File: config.mk
export PLATFORM = sky130hd
export DESIGN_NAME = rbsi_fdiv
export DESIGN_NICKNAME = d
export VERILOG_FILES = /design/src/sv/rbsi_pkg.sv /design/src/sv/rbsi_fdiv.sv
export SDC_FILE = /design/constraint.sdc
export NUM_CORES = 2
export LEC_CHECK = 0
export ABC_AREA = 1
export BUFFER_PORTS_ARGS = -buffer_cell sky130_fd_sc_hd__buf_2
export CORE_UTILIZATION = 45
export CTS_CLUSTER_DIAMETER = 120
export CTS_CLUSTER_SIZE = 14
export DETAILED_ROUTE_END_ITERATION = 8
export PLACE_DENSITY = 0.71
export SYNTH_ARGS = -nofsm -noshare
export SYNTH_HDL_FRONTEND = slang
export SYNTH_SLANG_ARGS = --single-unit
File: constraint.sdc
create_clock -name aclk -period 17.8 [get_ports aclk]
set_input_delay 4.45 -clock aclk [delete_from_list [all_inputs] [get_ports aclk]]
set_output_delay 4.45 -clock aclk [all_outputs]
set_load 0.02 [all_outputs]
File: src/sv/rbsi_pkg.sv
// Shared types, constants and binary32 helper functions for the ray/box slab unit.
// Depends on nothing; every other file of the block imports it.
package rbsi_pkg;

    localparam logic [31:0] MISS_BITS   = 32'hBF800000;
    localparam logic [31:0] QNAN_BITS   = 32'h7FC00000;
    localparam logic [31:0] DIV_RESET   = 32'h358637BD;

    localparam int AXES       = 3;
    localparam int SUB_LAT    = 3;
    localparam int DIV_STAGES = 13;
    localparam int DIV_LAT    = DIV_STAGES + 4;
    localparam int PIPE_LAT   = 1 + SUB_LAT + DIV_LAT + 3;

    localparam logic REG_DIVISOR = 1'b0;

    typedef struct packed {
        logic nan;
        logic inf;
        logic zero;
        logic sgn;
    } fcls_t;

    function automatic logic [5:0] lzc32(input logic [31:0] v);
        logic [5:0] n;
        logic       done;
        n    = '0;
        done = 1'b0;
        for (int i = 31; i >= 0; i--) begin
            if (!done) begin
                if (v[i]) begin
                    done = 1'b1;
                end else begin
                    n = n + 6'd1;
                end
            end
        end
        return n;
    endfunction

    function automatic logic f_isnan(input logic [31:0] a);
        return (a[30:23] == 8'hFF) && (a[22:0] != 23'd0);
    endfunction

    function automatic logic [31:0] f_key(input logic [31:0] a);
        return a[31] ? ~a : {1'b1, a[30:0]};
    endfunction

    function automatic logic [31:0] f_min(input logic [31:0] a, input logic [31:0] b);
        if (f_isnan(a)) begin
            return b;
        end
        if (f_isnan(b)) begin
            return a;
        end
        return (f_key(a) <= f_key(b)) ? a : b;
    endfunction

    function automatic logic [31:0] f_max(input logic [31:0] a, input logic [31:0] b);
        if (f_isnan(a)) begin
            return b;
        end
        if (f_isnan(b)) begin
            return a;
        end
        return (f_key(a) >= f_key(b)) ? a : b;
    endfunction

    function automatic logic f_neg(input logic [31:0] a);
        return !f_isnan(a) && a[31] && (a[30:0] != 31'd0);
    endfunction

    function automatic logic f_gt(input logic [31:0] a, input logic [31:0] b);
        return !f_isnan(a) && !f_isnan(b) && !((a[30:0] == 31'd0) && (b[30:0] == 31'd0))
            && (f_key(a) > f_key(b));
    endfunction

endpackage

File: src/sv/rbsi_fdiv.sv
// Pipelined binary32 divider (n / d), restoring recurrence at two quotient bits per stage,
// round to nearest even with subnormals. Depends on rbsi_pkg.
module rbsi_fdiv (
    input  logic        aclk,
    input  logic        en,
    input  logic [31:0] n,
    input  logic [31:0] d,
    output logic [31:0] q
);
    import rbsi_pkg::*;

    function automatic logic [25:0] dstep(input logic [24:0] r, input logic [23:0] m);
        logic [24:0] t;
        t = r - {1'b0, m};
        if (r >= {1'b0, m}) begin
            return {1'b1, t[23:0], 1'b0};
        end
        return {1'b0, r[23:0], 1'b0};
    endfunction

    logic [7:0]  en_raw, ed_raw, exn, exd;
    logic        n_nan, d_nan, n_inf, d_inf, n_zero, d_zero;
    logic [23:0] mn, md;
    logic [5:0]  lzn_full, lzd_full;
    fcls_t       cls_next;

    logic [23:0] p1_mn_reg, p1_md_reg;
    logic [7:0]  p1_exn_reg, p1_exd_reg;
    logic [4:0]  p1_lzn_reg, p1_lzd_reg;
    fcls_t       p1_cls_reg;

    always_comb begin
        en_raw        = n[30:23];
        ed_raw        = d[30:23];
        n_nan         = (en_raw == 8'hFF) && (n[22:0] != 23'd0);
        d_nan         = (ed_raw == 8'hFF) && (d[22:0] != 23'd0);
        n_inf         = (en_raw == 8'hFF) && (n[22:0] == 23'd0);
        d_inf         = (ed_raw == 8'hFF) && (d[22:0] == 23'd0);
        n_zero        = (n[30:0] == 31'd0);
        d_zero        = (d[30:0] == 31'd0);
        mn            = {en_raw != 8'd0, n[22:0]};
        md            = {ed_raw != 8'd0, d[22:0]};
        exn           = (en_raw == 8'd0) ? 8'd1 : en_raw;
        exd           = (ed_raw == 8'd0) ? 8'd1 : ed_raw;
        lzn_full      = lzc32({mn, 8'hFF});
        lzd_full      = lzc32({md, 8'hFF});
        cls_next.nan  = n_nan | d_nan | (n_zero & d_zero) | (n_inf & d_inf);
        cls_next.inf  = n_inf | d_zero;
        cls_next.zero = n_zero | d_inf;
        cls_next.sgn  = n[31] ^ d[31];
    end

    always_ff @(posedge aclk) begin
        if (en) begin
            p1_mn_reg  <= mn;
            p1_md_reg  <= md;
            p1_exn_reg <= exn;
            p1_exd_reg <= exd;
            p1_lzn_reg <= lzn_full[4:0];
            p1_lzd_reg <= lzd_full[4:0];
            p1_cls_reg <= cls_next;
        end
    end

    logic [23:0]        mnn, mdn;
    logic               lt;
    logic signed [10:0] e_next;

    logic [24:0]        r_reg   [0:DIV_STAGES];
    logic [25:0]        q_reg   [0:DIV_STAGES];
    logic [23:0]        md_reg  [0:DIV_STAGES];
    logic signed [10:0] e_reg   [0:DIV_STAGES];
    fcls_t              cls_reg [0:DIV_STAGES];

    always_comb begin
        mnn    = p1_mn_reg << p1_lzn_reg;
        mdn    = p1_md_reg << p1_lzd_reg;
        lt     = mnn < mdn;
        e_next = $signed({3'b000, p1_exn_reg}) - $signed({6'd0, p1_lzn_reg})
               - $signed({3'b000, p1_exd_reg}) + $signed({6'd0, p1_lzd_reg})
               + 11'sd127 - $signed({10'd0, lt});
    end

    always_ff @(posedge aclk) begin
        if (en) begin
            r_reg[0]   <= lt ? {mnn, 1'b0} : {1'b0, mnn};
            q_reg[0]   <= '0;
            md_reg[0]  <= mdn;
            e_reg[0]   <= e_next;
            cls_reg[0] <= p1_cls_reg;
        end
    end

    for (genvar g = 0; g < DIV_STAGES; g++) begin : g_iter
        logic [25:0] st1, st2;
        assign st1 = dstep(r_reg[g], md_reg[g]);
        assign st2 = dstep(st1[24:0], md_reg[g]);
        always_ff @(posedge aclk) begin
            if (en) begin
                r_reg[g+1]   <= st2[24:0];
                q_reg[g+1]   <= {q_reg[g][23:0], st1[25], st2[25]};
                md_reg[g+1]  <= md_reg[g];
                e_reg[g+1]   <= e_reg[g];
                cls_reg[g+1] <= cls_reg[g];
            end
        end
    end

    logic signed [10:0] e_last, shv;
    logic [4:0]         sh;
    logic [7:0]         eenc_next;
    logic               ovf_next, lost;
    logic [26:0]        vq, wq;

    logic [26:0]        r1_w_reg;
    logic [7:0]         r1_eenc_reg;
    logic               r1_ovf_reg;
    fcls_t              r1_cls_reg;

    always_comb begin
        e_last = e_reg[DIV_STAGES];
        shv    = 11'sd1 - e_last;
        if (e_last <= 11'sd0) begin
            sh        = (shv > 11'sd31) ? 5'd31 : shv[4:0];
            eenc_next = 8'd0;
        end else begin
            sh        = 5'd0;
            eenc_next = e_last[7:0];
        end
        ovf_next = e_last >= 11'sd255;
        vq       = {q_reg[DIV_STAGES], r_reg[DIV_STAGES] != 25'd0};
        wq       = vq >> sh;
        lost     = |(vq & ~({27{1'b1}} << sh));
    end

    always_ff @(posedge aclk) begin
        if (en) begin
            r1_w_reg    <= {wq[26:1], wq[0] | lost};
            r1_eenc_reg <= eenc_next;
            r1_ovf_reg  <= ovf_next;
            r1_cls_reg  <= cls_reg[DIV_STAGES];
        end
    end

    logic        rnd;
    logic [30:0] packed_val;
    logic [31:0] q_next;
    logic [31:0] q_out_reg;

    always_comb begin
        rnd        = r1_w_reg[2] & (r1_w_reg[1] | r1_w_reg[0] | r1_w_reg[3]);
        packed_val = {r1_eenc_reg, r1_w_reg[25:3]} + {30'd0, rnd};
        if (r1_cls_reg.nan) begin
            q_next = QNAN_BITS;
        end else if (r1_cls_reg.inf || (!r1_cls_reg.zero && r1_ovf_reg)) begin
            q_next = {r1_cls_reg.sgn, 8'hFF, 23'd0};
        end else if (r1_cls_reg.zero) begin
            q_next = {r1_cls_reg.sgn, 31'd0};
        end else begin
            q_next = {r1_cls_reg.sgn, packed_val};
        end
    end

    always_ff @(posedge aclk) begin
        if (en) begin
            q_out_reg <= q_next;
        end
    end

    assign q = q_out_reg;

endmodule

==> impl_metrics.toml <==
[clock_network]
clk_pin_slew_worst_paths_ns = 0.08
cts_resized = 0
cts_setup_buffers = 0
cts_tree = "built"
clock_sink_count = 1190
cts_buffer_depth = 3
ctsRootBufferMaster = "clkbuf_16"
cts_buffers = 96
htree_levels = 3
clkLatencyLatePin_ns = 0.78
postCtsHoldBufs = 0

[sta]
timing.slew.headroom = 0.224
setup_viol = 0
slew_viol_final = 0
final.period_utilization = 0.810
period_needed_ns = 14.42
worstMarginPinSlew_ns = 1.16
hold_viol = 0
rsz0062_at_grt = "no"
finClkSkew_ns = 0.0983
clock.fmax_ghz = 0.0694
fin_tns_setup_ns = 0

[finish]
largest_reg_flops = 337
drive_gt1_frac = 0.0422
syn2layout_area_growth_pct = 7.20
fillers = 16000
seq_area_mm2 = 0.0357
multiInputGateArea_mm2 = 0.0380
nets = 9510

[grt]
grt_pass1_vias = 56300
grt_max_degree = 201
overflow = 0
antenna_found_initial = 4
grt_pass1_wl_mm = 296
track_usage = 0.210

[routing]
wl_mm = 188
vias = 59500
post_drt_wl_per_cell_um = 17.0
drtIter0Drc = 4251
firstDrtPassIters = 5
route.detailed.drc = 0
ant_nets = 0
vias_per_cell = 5.39

[floorplan]
coreArea_mm2 = 0.172
dieArea_mm2 = 0.176
die_x_um = 419
io_pins = 98
rows = 152
start_util = 0.455
dieHeight_um = 419

[yosys]
yosys_warnings = 0
synth_fp_nets = 9471
synth_seq_cells = 1190
synth_area_leader_cell = "edfxtp_1"
synth_common_cells = "nand2_1, edfxtp_1, inv_1, o21ai_0, a21oi_1"
yosysSeqAreaShare = 0.456
async_flop_share = 0
ys_dominant_reg_cell = "edfxtp_1"
synthTopCellsByArea = "edfxtp_1, ha_1, nand2_1"
postSynthAreaPerCell_um2 = 9.02
synth.most_common_cell = "nand2_1"
yosysTopAreaCellShare = 0.456
yosys.cell_types.count = 66
syn_inst = 8680
synth_enable_flop_cells = 1190
netlist_area_mm2 = 0.0783

[setup_path]
path_delay_family = "simple AND/OR/NAND/NOR gates"
cp_max_fo = 10
cpMostUsedCell = "nand2_1"
rrSetupSlack_ns = 8.00
endpoint_kind = "flop"
cp.required_ns = 18.33
cp-start-kind = "input port"
critPathKind = "in -> reg"
max_stage_delay_ns = 0.37
crit_buf_inv = 15
crit_path_top_delay_cell = "nor2_4"
worstPathArrival_ns = 14.95

[job]
drv_cap = 0

[placement]
dp_hpwl_mm = 147
gp_congestion = 0.936
numPortBuffers = 97

[min_path]
hp-class = "reg -> reg"

[run_status]
status = "finished clean"
## final timing paths
check | startpoint | end | depth (start not counted)
worst max-delay path | d[28] | p1_lzd_reg[4]$_DFFE_PP_ | 78
worst min register to register | q_reg[0][163]$_DFFE_PP_ | q_reg[0][191]$_DFFE_PP_ | 0
worst min-delay path | q_reg[0][163]$_DFFE_PP_ | q_reg[0][191]$_DFFE_PP_ | 0
worst max register to register | md_reg[1][73]$_DFFE_PP_ | r_reg[1][121]$_DFFE_PP_ | 51
## layout make-up
cell class / count / share of cell area
Antenna cell: 1 / 0.0000298
Clock buffer: 96 / 0.0286
Inverter: 1034 / 0.0463
Multi-Input combinational cell: 6271 / 0.453
Timing Repair Buffer: 126 / 0.00909
Tap cell: 2310 / 0.0344
Sequential cell: 1190 / 0.426
Clock inverter: 13 / 0.00311
## cell usage in the layout, fill, tap and decap left out, types with 13 or more instances in the layout
cell / n
nand3_1: 294
or2_2: 20
a21oi_1: 754
a2111oi_0: 13
inv_2: 19
o21ai_0: 864
a21o_1: 23
ha_1: 703
buf_4: 25
nor3_1: 73
clkbuf_16: 96
nor2_1: 515
inv_1: 1002
o21ai_1: 30
o31ai_1: 26
a221o_1: 37
nor4_1: 36
nand2_2: 29
nand2_1: 1803
fa_1: 22
o211ai_1: 25
buf_2: 96
o21bai_1: 63
edfxtp_1: 1190
nand4_1: 108
xnor2_1: 316
o22ai_1: 20
a211oi_1: 21
mux2i_1: 20
a31oi_1: 28
o21a_1: 14
xor2_1: 281
## worst register-to-register path: cells and delay by family (launching register included)
family | cells | cell delay, ns
AND/OR/NAND/NOR | 15 | 1.92
buffers and inverters | 7 | 1.82
flip-flops | 1 | 0.46
adder cells (fa/ha/maj) | 2 | 0.61
AO/OA/AOI/OAI | 27 | 4.68
## cell families (layout without fill, tap and decap cells)
kind of cell,Yosys count,count (layout),synth area share
xor gates and xnor gates,600,600,0.0674
other,0,1,0
adders and majority gates,725,725,0.118
AOI/OAI and AO/OA,1967,1967,0.137
DFF,1190,1190,0.456
buffers and inverters,1219,1269,0.0587
muxes,21,21,0.00270
and+or+nand+nor,2958,2958,0.160
## metrics by stage
step            util  cells  instance area (um2)  worst slack [ns]  hold WS, ns
4_1_cts        0.487  11000                84000              3.35        0.404
6_report       0.487  11000                84000              3.38        0.402
5_1_grt        0.487  11000                84000              2.26        0.407
2_1_floorplan      -   8680                78300              4.11        0.400
3_3_place_gp   0.472  10900                81300              2.41        0.400
3_5_place_dp   0.472  10900                81300              2.52        0.405
## routing by layer
layer,share of wire,track usage
met1,0.44,0.272
met2,0.49,0.367
met3,0.047,0.0221
met4,0.027,0.0647
met5,0.000069,0
Power is not shown: default switching activity piles up to over one toggle a cycle in this logic, so the estimate is an artifact.
